**config.mk**
```make
export PLATFORM = sky130hd
export DESIGN_NAME = mfgb_regs
export DESIGN_NICKNAME = d
export VERILOG_FILES = /design/src/sv/mfgb_pkg.sv /design/src/sv/mfgb_regs.sv
export SDC_FILE = /design/constraint.sdc
export NUM_CORES = 1
export LEC_CHECK = 0
export BUFFER_PORTS_ARGS = -buffer_cell sky130_fd_sc_hd__buf_2
export CORE_ASPECT_RATIO = 0.7
export CORE_MARGIN = 2
export CORE_UTILIZATION = 39
export CTS_CLUSTER_DIAMETER = 150
export DETAILED_ROUTE_END_ITERATION = 8
export GPL_TIMING_DRIVEN = 0
export PLACE_DENSITY_LB_ADDON = 0.05
export SYNTH_ARGS = -nofsm -noshare
export SYNTH_HDL_FRONTEND = slang
export SYNTH_SLANG_ARGS = --single-unit
export TNS_END_PERCENT = 50
```
**constraint.sdc**
```tcl
create_clock -name clk -period 3.96 [get_ports clk]
set_clock_uncertainty 0.15 [all_clocks]
set_input_delay 1.188 -clock clk [delete_from_list [all_inputs] [get_ports clk]]
set_output_delay 1.188 -clock clk [all_outputs]
set_load 0.01 [all_outputs]
```
**src/sv/mfgb_pkg.sv**
```systemverilog
package mfgb_pkg;

  localparam int PANEL_WIDTH  = 128;
  localparam int PANEL_HEIGHT = 64;
  localparam int STORE_DEPTH  = 1024;
  localparam int ADDR_W       = $clog2(STORE_DEPTH);
  localparam int FB_BYTES     = PANEL_WIDTH * ((PANEL_HEIGHT + 7) / 8);

  localparam int GLYPH_W = 16;
  localparam int COL_W   = $clog2(GLYPH_W + 1);
  localparam int COLI_W  = $clog2(GLYPH_W);

  localparam int PADDR_W = 4;
  localparam int PDATA_W = 32;

  localparam logic [2:0] REQ_FILL   = 3'd0;
  localparam logic [2:0] REQ_PIXEL  = 3'd1;
  localparam logic [2:0] REQ_CURSOR = 3'd2;
  localparam logic [2:0] REQ_GLYPH  = 3'd3;
  localparam logic [2:0] REQ_READ   = 3'd4;

  localparam logic [1:0] REG_INVERT  = 2'd0;
  localparam logic [1:0] REG_FWIDTH  = 2'd1;
  localparam logic [1:0] REG_FHEIGHT = 2'd2;

  localparam logic [4:0] FWIDTH_RST  = 5'd7;
  localparam logic [6:0] FHEIGHT_RST = 7'd10;

  typedef struct packed {
    logic       invert;
    logic [4:0] font_width;
    logic [6:0] font_height;
  } cfg_t;

  typedef struct packed {
    logic latch;
    logic sweep;
    logic sweep_zero;
    logic draw;
    logic rd_issue;
    logic rsp_load;
  } cmd_t;

  typedef struct packed {
    logic [2:0] req;
    logic       reject;
    logic       sweep_last;
    logic       draw_done;
    logic       out_free;
  } sts_t;

endpackage

```
**src/sv/mfgb_regs.sv**
```systemverilog
module mfgb_regs (
  input  logic                          clk,
  input  logic                          rst,
  input  logic                          psel,
  input  logic                          penable,
  input  logic                          pwrite,
  input  logic [mfgb_pkg::PADDR_W-1:0]  paddr,
  input  logic [mfgb_pkg::PDATA_W-1:0]  pwdata,
  output logic [mfgb_pkg::PDATA_W-1:0]  prdata,
  output logic                          pready,
  output mfgb_pkg::cfg_t                cfg
);

  logic       wr;
  logic [1:0] idx;

  assign pready = 1'b1;
  assign wr     = psel & penable & pwrite;
  assign idx    = paddr[3:2];

  always_ff @(posedge clk) begin
    if (rst) begin
      cfg.invert      <= 1'b0;
      cfg.font_width  <= mfgb_pkg::FWIDTH_RST;
      cfg.font_height <= mfgb_pkg::FHEIGHT_RST;
    end else if (wr) begin
      case (idx)
        mfgb_pkg::REG_INVERT:  cfg.invert      <= pwdata[0];
        mfgb_pkg::REG_FWIDTH:  cfg.font_width  <= pwdata[4:0];
        mfgb_pkg::REG_FHEIGHT: cfg.font_height <= pwdata[6:0];
        default: ;
      endcase
    end
  end

  always_comb begin
    prdata = '0;
    case (idx)
      mfgb_pkg::REG_INVERT:  prdata[0]   = cfg.invert;
      mfgb_pkg::REG_FWIDTH:  prdata[4:0] = cfg.font_width;
      mfgb_pkg::REG_FHEIGHT: prdata[6:0] = cfg.font_height;
      default: ;
    endcase
  end

endmodule

```
* Yosys cells after proc, flatten, opt, wreduce, memory -nomap -nowiden *
Cells that the tools add are included.

operators by class
  add/subtract/negate cells = 0
  $mul = 0
  div/mod/pow operators = 0
  order comparisons = 0
  eq/ne operators = 2
  shift operators = 0
  muxes and demuxes = 3
  bitwise logic cells = 2
  reductions and logical operators = 4

operators by type and width
  kind                                                 count
  case mux 4 bit (2 select lines)                      1
  AND reduction 2 bit                                  3
  case mux 1 bit (3 select lines)                      1
  bitwise AND 1 bit                                    2
  equality test 2 x 1 -> 1 bit, second input constant  1
  equality test 2 bit, second input constant           1
  logical NOT 2 bit                                    1
  2-to-1 mux 2 bit                                     1

storage, ports and cells
  register bits after elaboration = 13
  bits in latches = 0
  bits in writable memories = 0
  memory bits (read-only) = 0
  word-level logic and storage cells = 14
  memories = 0

* Longest topological paths before layout *
  depth after elaboration = 3
  depth in mapped cells = 5

* Worst setup path before layout *
OpenSTA, ideal clock, no wires.

  path kind = input-to-output
  from = input port paddr[3] (netlist name)
  to = output port prdata[0] (netlist name)
  arrival time = 1877 ps
  data required time = 2622 ps
  path slack = 745 ps
  cell stages on the path = 4
  path buffers = 0
  path through = inv_1 > ha_1 > a222oi_1 > nor2_1

between the ends
  longest elaborated chain between the ends = 2
  elaborated cells between the ends (all ways) = 4
  those cells by class = eq/ne: 2; mux: 1; reduce/logical: 1

ends and longest elaborated chain
  what                                         line             RTL
  start, declared                              mfgb_regs.sv:7   input logic [mfgb_pkg::PADDR_W-1:0] paddr,
  equality test 2 bit (tied with other cells)  mfgb_regs.sv:38  case (idx)
  case mux 1 bit (3 select lines) *            mfgb_regs.sv:38
  end, declared                                mfgb_regs.sv:9   output logic [mfgb_pkg::PDATA_W-1:0] prdata,

Mark *: on every way between the ends. The rest lies on a longest branch, timed or not.

* Worst setup path after layout *
Ends and elaborated chain as after synthesis.

==> results.md <==
* Status: complete, no violations
* Setup TNS Final at 0 ns
* Initial detailed-routing violation count at 8
* Commonest non-fill, non-tap cell in the layout: buf_2
* Layout cell share with drive strength beyond 1 at 40.0%
* Finished layout cell area at 1250 um2
* Core Rows at 14
* CP Data Required Time at 2.62 ns
* DR pass1 iterations at 4
* Critical path class: input port to primary output
* Worst hold slack at 0.340 ns
* Gate Count Post-Synth at 104
* Die ar. at 2790 um2
* Largest family of logic cells by synthesized area: buffers and inverters
* WHS Path Cells at 2
* Syn. warnings at 0
* CP Cell Sequence: buf_2 -> inv_1 -> ha_1 -> a222oi_1 -> nor2_1 -> buf_2
* Largest net degree at the start of global routing at 11
* Max Cap Viol at 0
* Netlist cell types at 17
* Initial core utilization at 42.0%
* Grt ovf at 0
* Initial antenna violation count at 0
* Tmin final at 3.54 ns
* Hold Buf Count CTS at 0
* Number of buffers created by CTS at 3
* CTS tree: done
* Post-synthesis sequential area ratio at 28.1%
* Number of global-route vias before repair at 714
* Clock root buffer: clkbuf_4
* Worst hold path type: register to register
* Final Hold Vio Count at 0
* Final Non-Filler Cells at 197
* Sinks on Clock Net at 13
* FF-to-FF Start: cfg[4]$_SDFFE_PP0P_
* Mean Syn Cell Area at 8.91 um2
* Worst Setup Start Kind: input port
* Remaining DRCs at 0
* First-pass GRT wire length at 3130 um
* Total power at 0.288 mW
* Peak supply drop at 0.178 mV
* HPWL Detailed at 1720 um
* # resized after CTS at 0
* Vias per std cell at 3.98
* CTS max path bufs at 2
* Vias at 785
* Total GRT Usage at 14.8%
* Pre-CTS setup slack at 0.421 ns
* Critical path endpoint category: primary output
* Worst path most repeated cell: buf_2
* Post-Synth Simple-Gate Area at 20.8%
* RSZ-0062 raised after global routing: false
* Synth Area in XOR/XNOR at 0%
* FF-to-FF setup slack at 3.18 ns
* Slowest CP cell: a222oi_1
* Setup Buffers After CTS at 0
* Post-route ant nets at 0
* Core footprint at 2210 um2
* CP max stage delay at 0.36 ns
* CTS H-tree lvls at 1
* Boundary Pins at 87
* Most frequent cells in the layout: 34 x buf_2, 26 x buf_4, 26 x conb_1
* Dpl cells at 193
* Worst EP arrival at 2.21 ns
* PD cells at 231 nW/um2
* Port bufs at 33
* Largest registers: cfg (13)
* Reg with most FFs: cfg
* Die X-Extent at 62.3 um
* DIE HEIGHT at 44.8 um
* DRT Wirelength at 2040 um
* DP Area at 1220 um2
* Final nets at 212
* Gpl congestion at 0.763
* Yosys reg bits at 13
* Diode count at 0
* Post-synthesis mux area share at 14.0%
* Compound-Gate Fraction of Synth Area at 4.32%
* Final core utilization at 56.6%
* Clk_lat worst skew at 0.27 ns
* Worst R2R Path Depth at 2
* CP Launch Point: paddr[3]
* Area growth syn-to-layout at 34.8%
* Final setup vio count at 0
* FMAX at 282 MHz
* Routed wire per std cell at 10.4 um
* Hold path startpoint: cfg[6]$_SDFFE_PP0P_
* Max reg flops at 13
* Post-route setup slack at 0.416 ns
* Reg clk slew, reported paths at 0.09 ns
* Leak Pwr at 0.683 nW
* Critical Path Fanout Max at 6
* Final period util at 89.5%
* Synth Area in Adders at 6.75%
* Post-Syn Area at 927 um2
* Max-slew violation count at 0
==> layer usage <==
layer	wire (um)	up-vias	share of wire [%]	track usage (%)
li1	-	412	-	-
met1	937	340	46	17.8
met2	962	33	47	26.1
met3	142	0	7.0	6.48
met4	0	0	0	1.33
met5	0	-	0	0
==> cells by family after synthesis <==
kind of cell	Yosys count
and+or+nand+nor	34
adders and majority gates	5
other	2
AOI/OAI and AO/OA	5
DFF	13
muxes	13
buffers and inverters	32
==> critical path: cells and delay by family <==
kind / cells / cell delay [ns]
AO/OA/AOI/OAI: 1 / 0.36
adder cells (fa/ha/maj): 1 / 0.27
AND/OR/NAND/NOR: 1 / 0.06
buffers and inverters: 3 / 0.33
==> where the power goes <==
part | switching [mW] | internal, mW | total, mW
Combinational | 0.0354 | 0.0357 | 0.0711
Clock | 0.0462 | 0.0374 | 0.0836
Sequential | 0.00126 | 0.132 | 0.134
Total | 0.0828 | 0.205 | 0.288
==> cells in the mapped netlist <==
| cell type | number | area share (%) |
|---|---|---|
| nand2b_1 | 14 | 9.4 |
| conb_1 | 2 | 0.81 |
| nor2_1 | 10 | 4.0 |
| ha_1 | 5 | 6.7 |
| buf_2 | 1 | 0.54 |
| dfxtp_1 | 13 | 28 |
| a222oi_1 | 1 | 1.1 |
| mux2i_1 | 13 | 14 |
| a22oi_1 | 4 | 3.2 |
| clkbuf_1 | 1 | 0.40 |
| nand4_1 | 2 | 1.3 |
| buf_4 | 26 | 21 |
| inv_1 | 2 | 0.81 |
| nor2b_1 | 4 | 2.7 |
| and2_1 | 2 | 1.3 |
| and4_1 | 2 | 1.9 |
| buf_6 | 2 | 2.4 |
==> cell type report <==
class / count / area, um2
inverters: 2 / 7.51
multi-input cells: 83 / 523
well taps: 32 / 40.0
clock inverters: 1 / 5.00
fillers: 215 / 957
repair buffers: 33 / 165
clock buffers: 3 / 22.5
flip-flops and latches: 13 / 260
plain buffers: 30 / 226
==> path summary, 6_finish.rpt <==
| check | endpoint |
|---|---|
| max reg2reg | cfg[4]$_SDFFE_PP0P_ |
| min | cfg[6]$_SDFFE_PP0P_ |
| min reg2reg | cfg[6]$_SDFFE_PP0P_ |
| max | prdata[0] |
No activity file was read; power rests on OpenSTA's default activity.
