**src/sv/mfgb_pkg.sv**
```systemverilog
package mfgb_pkg;

  localparam int PANEL_WIDTH  = 128;
  localparam int PANEL_HEIGHT = 64;
  localparam int STORE_DEPTH  = 1024;
  localparam int ADDR_W       = $clog2(STORE_DEPTH);
  localparam int FB_BYTES     = PANEL_WIDTH * ((PANEL_HEIGHT + 7) / 8);

  localparam int GLYPH_W = 16;
  localparam int COL_W   = $clog2(GLYPH_W + 1);
  localparam int COLI_W  = $clog2(GLYPH_W);

  localparam int PADDR_W = 4;
  localparam int PDATA_W = 32;

  localparam logic [2:0] REQ_FILL   = 3'd0;
  localparam logic [2:0] REQ_PIXEL  = 3'd1;
  localparam logic [2:0] REQ_CURSOR = 3'd2;
  localparam logic [2:0] REQ_GLYPH  = 3'd3;
  localparam logic [2:0] REQ_READ   = 3'd4;

  localparam logic [1:0] REG_INVERT  = 2'd0;
  localparam logic [1:0] REG_FWIDTH  = 2'd1;
  localparam logic [1:0] REG_FHEIGHT = 2'd2;

  localparam logic [4:0] FWIDTH_RST  = 5'd7;
  localparam logic [6:0] FHEIGHT_RST = 7'd10;

  typedef struct packed {
    logic       invert;
    logic [4:0] font_width;
    logic [6:0] font_height;
  } cfg_t;

  typedef struct packed {
    logic latch;
    logic sweep;
    logic sweep_zero;
    logic draw;
    logic rd_issue;
    logic rsp_load;
  } cmd_t;

  typedef struct packed {
    logic [2:0] req;
    logic       reject;
    logic       sweep_last;
    logic       draw_done;
    logic       out_free;
  } sts_t;

endpackage

```
**src/sv/mfgb_ctrl.sv**
```systemverilog
module mfgb_ctrl (
  input  logic           clk,
  input  logic           rst,
  input  logic           in_valid,
  output logic           in_ready,
  input  mfgb_pkg::sts_t sts,
  output mfgb_pkg::cmd_t cmd
);

  localparam logic [2:0] ST_CLEAR    = 3'd0;
  localparam logic [2:0] ST_IDLE     = 3'd1;
  localparam logic [2:0] ST_DISPATCH = 3'd2;
  localparam logic [2:0] ST_FILL     = 3'd3;
  localparam logic [2:0] ST_DRAW     = 3'd4;
  localparam logic [2:0] ST_READ     = 3'd5;
  localparam logic [2:0] ST_DONE     = 3'd6;

  logic [2:0] state;
  logic [2:0] state_next;

  always_ff @(posedge clk) begin
    if (rst) begin
      state <= ST_CLEAR;
    end else begin
      state <= state_next;
    end
  end

  always_comb begin
    cmd        = '0;
    in_ready   = 1'b0;
    state_next = state;
    case (state)
      ST_CLEAR: begin
        cmd.sweep      = 1'b1;
        cmd.sweep_zero = 1'b1;
        if (sts.sweep_last) state_next = ST_IDLE;
      end
      ST_IDLE: begin
        in_ready = 1'b1;
        if (in_valid) begin
          cmd.latch  = 1'b1;
          state_next = ST_DISPATCH;
        end
      end
      ST_DISPATCH: begin
        case (sts.req)
          mfgb_pkg::REQ_FILL:  state_next = ST_FILL;
          mfgb_pkg::REQ_PIXEL: state_next = sts.reject ? ST_DONE : ST_DRAW;
          mfgb_pkg::REQ_GLYPH: state_next = sts.reject ? ST_DONE : ST_DRAW;
          mfgb_pkg::REQ_READ:  state_next = sts.reject ? ST_DONE : ST_READ;
          default:             state_next = ST_DONE;
        endcase
      end
      ST_FILL: begin
        cmd.sweep = 1'b1;
        if (sts.sweep_last) state_next = ST_DONE;
      end
      ST_DRAW: begin
        cmd.draw = 1'b1;
        if (sts.draw_done) state_next = ST_DONE;
      end
      ST_READ: begin
        cmd.rd_issue = 1'b1;
        state_next   = ST_DONE;
      end
      ST_DONE: begin
        if (sts.out_free) begin
          cmd.rsp_load = 1'b1;
          state_next   = ST_IDLE;
        end
      end
      default: begin
        state_next = ST_IDLE;
      end
    endcase
  end

  a_load_free: assert property (@(posedge clk) disable iff (rst)
    cmd.rsp_load |-> sts.out_free)
    else $error("result loaded over a waiting result");

  a_draw_req: assert property (@(posedge clk) disable iff (rst)
    state == ST_DRAW |->
      !sts.reject && (sts.req == mfgb_pkg::REQ_PIXEL || sts.req == mfgb_pkg::REQ_GLYPH))
    else $error("draw for a rejected or non-drawing item");

  a_port_excl: assert property (@(posedge clk) disable iff (rst)
    cmd.sweep |-> !cmd.draw && !cmd.rd_issue)
    else $error("sweep clashes with draw or read on the store");

endmodule

```
**config.mk**
```make
export PLATFORM = sky130hd
export DESIGN_NAME = mfgb_ctrl
export DESIGN_NICKNAME = d
export VERILOG_FILES = /design/src/sv/mfgb_pkg.sv /design/src/sv/mfgb_ctrl.sv
export SDC_FILE = /design/constraint.sdc
export NUM_CORES = 1
export LEC_CHECK = 0
export BUFFER_PORTS_ARGS = -buffer_cell sky130_fd_sc_hd__buf_2
export CAP_MARGIN = 10
export CORE_AREA = 2 2 39 41
export CTS_BUF_LIST = sky130_fd_sc_hd__clkbuf_2 sky130_fd_sc_hd__clkbuf_4 sky130_fd_sc_hd__clkbuf_8
export CTS_CLUSTER_SIZE = 28
export DETAILED_ROUTE_END_ITERATION = 16
export DIE_AREA = 0 0 41 43
export PLACE_DENSITY = 0.47
export SETUP_SLACK_MARGIN = 0.15
export SYNTH_ARGS = -nofsm -noshare
export SYNTH_HDL_FRONTEND = slang
export SYNTH_SLANG_ARGS = --single-unit
```
**constraint.sdc**
```tcl
create_clock -name clk -period 1.2 [get_ports clk]
set_clock_uncertainty 0.1 [all_clocks]
set_input_delay 0.12 -clock clk [delete_from_list [all_inputs] [get_ports clk]]
set_output_delay 0.12 -clock clk [all_outputs]
set_load 0.05 [all_outputs]
```
# [Yosys cells after proc, flatten, opt, wreduce, memory -nomap -nowiden]
# Cells that the tools add are included.
[word_totals] ff_bits=3 input_bits=10 out_inout_bits=7
[op_classes] n_eq_ne=14 mux=18 reduce_logical=5
[ops] operator="case mux 3 bit (7 select lines)" count=1
[ops] operator="2-to-1 mux 3 bit" count=5
[ops] operator="equality test 3 bit (second input constant)" count=4
[ops] operator="inequality test 2 bit (second input constant)" count=5
[ops] operator="equality test 3 x 2 -> 1 bit (second input constant)" count=3
[ops] operator="2-to-1 mux 1 bit" count=9
[ops] operator="case mux 3 bit (3 select lines)" count=1
[ops] operator="equality test 3 x 1 -> 1 bit (second input constant)" count=2
[ops] operator="logical NOT 3 bit" count=2
[ops] operator="AND reduction 5 bit" count=1
[ops] operator="2-to-1 mux 2 bit" count=2
[ops] operator="OR reduction 2 bit" count=2

# [Depth between registers and ports, before layout]
[depth] depth_word=4 depth_mapped=5 depth_no_buf=4

# [Least setup slack after synthesis]
# Ideal clock, no wire load.
[synth_timing] path_type="reg-to-output" from="register state[0]" to="output cmd[5] in the netlist's numbering" arrival_time_ns=1.999 t_required_ns=0.980 setup_slack_ns=-1.019 stages_incl_launch_ff=4 n_path_buf=1 cell_sequence="dfxtp_1 -> buf_6 -> inv_1 -> nor4_1"
[synth_lines] element="start: declaration" line="mfgb_ctrl.sv:18" rtl="logic [2:0] state;"
[synth_lines] element="start signal: assignment" line="mfgb_ctrl.sv:25" rtl="state <= state_next;"
[synth_lines] element="end: declaration" line="mfgb_ctrl.sv:7" rtl="output mfgb_pkg::cmd_t cmd"

==> impl_metrics.csv <==
group,metric,value,unit
global_routing,grt_max_degree,8,
layout,largest_reg_flops,3,
critical_path,worst-path-stages,3,
power_and_ir_drop,leakagePower,0.000324,µW
logic_synthesis,synth_ff_type,"dfxtp_1",
detailed_routing,routedWlPerCell,11.6,µm
logic_synthesis,yosys.area.top_type,"dfxtp_1",
logic_synthesis,ys_top_cells_by_count,"6 x nor2_1, 3 x a21oi_1, 3 x dfxtp_1, 3 x nor3_1",
detailed_routing,num_vias,433,
die,die_w,41,µm
job,drv_cap,0,
logic_synthesis,synthCells,41,
global_routing,grt_overflow,0,
logic_synthesis,yosysTopAreaCellShare,17.8,%
logic_synthesis,ys.warnings.count,0,
critical_path,cp-start-kind,"register",
detailed_routing,drtIter0Drc,5,
logic_synthesis,synth_area,337,µm²
clock_tree,cts_tree,"done",
clock_tree,clk_latency,0.24,ns
detailed_routing,remaining_drc_errors,0,
layout,utilization,55.1,%
logic_synthesis,synth-async-reset-ratio,0,%
timing,fmax,0.691,GHz
detailed_routing,vias_per_cell,4.66,
global_routing,grtUsageTotal,14.1,%
clock_tree,clk_pin_slew,0.04,ns
critical_path,reg2regPathDepth,6,
critical_path,endpoint_kind,"output pin",
timing,setup_viol,10,
timing,slew-limit-headroom,79.7,%
critical_path,cp_top_family,"flip-flops",
placed_design,place.gp.congestion,0.674,
logic_synthesis,synth_edf_count,0,
critical_path,worstPathMaxFanout,7,
clock_tree,cts_buffer_depth,2,
logic_synthesis,ys_seq_area_share,17.8,%
min_path,worstHoldPathType,"in2reg",
clock_tree,cts_htree_levels,1,
clock_tree,clockRootBuffer,"clkbuf_4",
placed_design,hpwl,720,µm
critical_path,cp_data_arrival_time,1.23,ns
critical_path,required,0.98,ns
power_and_ir_drop,ir_drop,1.65,mV
die,rows,14,
logic_synthesis,synthesis.nets,51,
layout,syn_to_final_growth,126,%
global_routing,grt_pass1_vias,421,
detailed_routing,wirelength,1080,µm
timing,rsz0062_at_grt,"true",
logic_synthesis,yosysMostFrequentCell,"nor2_1",
layout,drive_gt1_share,74.0,%
detailed_routing,firstDrtPassIters,4,
die,dieArea,1760,µm²
clock_tree,cts_inserted_buffers,3,
logic_synthesis,synth-seq-cells,3,
critical_path,path_buf_inv,2,
placed_design,place_ws,-0.272,ns
timing,min_period,1.45,ns
logic_synthesis,yosysUniqueCellTypes,23,
global_routing,grt_pass1_wl,1750,µm
outcome,violations,"setup timing",
layout,regMostFlops,"state",
timing,slew_viol_final,0,
clock_tree,cts_num_sinks,3,
timing,hold_viol_final,0,
die,io_pins,17,
logic_synthesis,ys_top_cells_by_area,"dfxtp_1 18%, nand2b_4 8.2%, buf_6 6.7%",
die,design.core.area,1380,µm²
critical_path,worst_path_max_delay_cell,"dfxtp_4",
critical_path,cp_cell_sequence,"buf_6, nor4_4, buf_6",
global_routing,antenna_found_initial,0,
power_and_ir_drop,power.total,2150,µW
critical_path,slowest_delay,0.37,ns
critical_path,setup.worst_path.class,"reg2out",
timing,fin_crit_sh,121,%
timing,setup_slack,-0.247,ns
placed_design,port_buffers,16,
layout,largestRegisters,"state (3)",
layout,fin_nets,88,
layout,antenna-diode-count,0,
detailed_routing,drtAntennaViolNets,0,
min_path,hold_path_depth,3,
critical_path,path_common_cell,"buf_6",
timing,worst_pin_slew,0.303,ns
power_and_ir_drop,p_per_area,2820,nW/µm²
outcome,status,"finished with violations",
die,start_util,24.3,%
die,die_h,43,µm
logic_synthesis,avgSynthCellArea,8.21,µm²
[power breakdown]
group / internal [µW] / switching (µW)
Sequential: 159 / 97.4
Clock: 147 / 56.6
Combinational: 861 / 830
Total: 1170 / 984
[cells by family after synthesis]
logic type	synth area share, %
simple gates	37.2
buf+inv	11.2
compound gates	28.3
mux	2.97
xor+xnor	2.60
flops	17.8
[area by class of cell]
cell class | instances | area (µm²)
Fill cell | 132 | 622
Clock buffer | 4 | 30.0
Tap cell | 16 | 20.0
Sequential cell | 3 | 71.3
Timing Repair Buffer | 35 | 315
Multi-Input combinational cell | 33 | 318
Inverter | 2 | 7.51
[layer usage]
metal / vias to the layer above / routed length (µm) / track usage, %
li1: 216 / - / -
met1: 198 / 500 / 19.9
met2: 19 / 509 / 21.9
met3: 0 / 72 / 1.57
met4: 0 / 0 / 4.00
met5: - / 0 / 0
[worst reg2reg max path, cell delays in order (launching register included)]
cell and delay [ns]:
dfxtp_4 0.37, buf_12 0.13, buf_8 0.11, nand2_4 0.06, nor3b_4 0.27, a31oi_1 0.09
a211oi_2 0.19
[placed cells by master (no fill, tap or decap), types with 2 or more instances in the layout]
cell type / n
a21oi_1: 3
buf_2: 9
buf_4: 11
buf_6: 10
buf_8: 3
clkbuf_4: 4
dfxtp_4: 3
nand2b_1: 2
nand2b_4: 2
nor2_1: 2
nor2_2: 2
nor2_4: 2
nor2b_1: 2
nor3_4: 2
[through the flow]
step	setup TNS, ns	instance area [µm²]	hold slack [ns]	std cells
after floorplan	-0.834	394	0.0924	41
after global placement	-1.41	558	0.244	83
after detailed placement	-1.43	558	0.241	83
after CTS	-1.76	717	0.224	90
after global routing	-2.22	762	0.259	93
final	-1.74	762	0.221	93
[path summary, 6_finish.rpt]
path	slack (ns)	start	endpoint
worst min-delay path	0.22	sts[3]	state[1]
worst max register to register	-0.21	state[1]	state[0]
worst min register to register	0.59	state[1]	state[1]
worst max-delay path	-0.25	state[2]	cmd[5]
[what timing repair did]
item | 4_1_cts | 5_1_grt
pin swaps | 3 | 5
hold buffers | 1 | 0
setup buffers | 2 | 3
hold endpoints to repair | 2 | 0
setup endpoints to repair | 10 | 10
gates resized for setup | 30 | 5
Power figures use the tool's default switching activity.
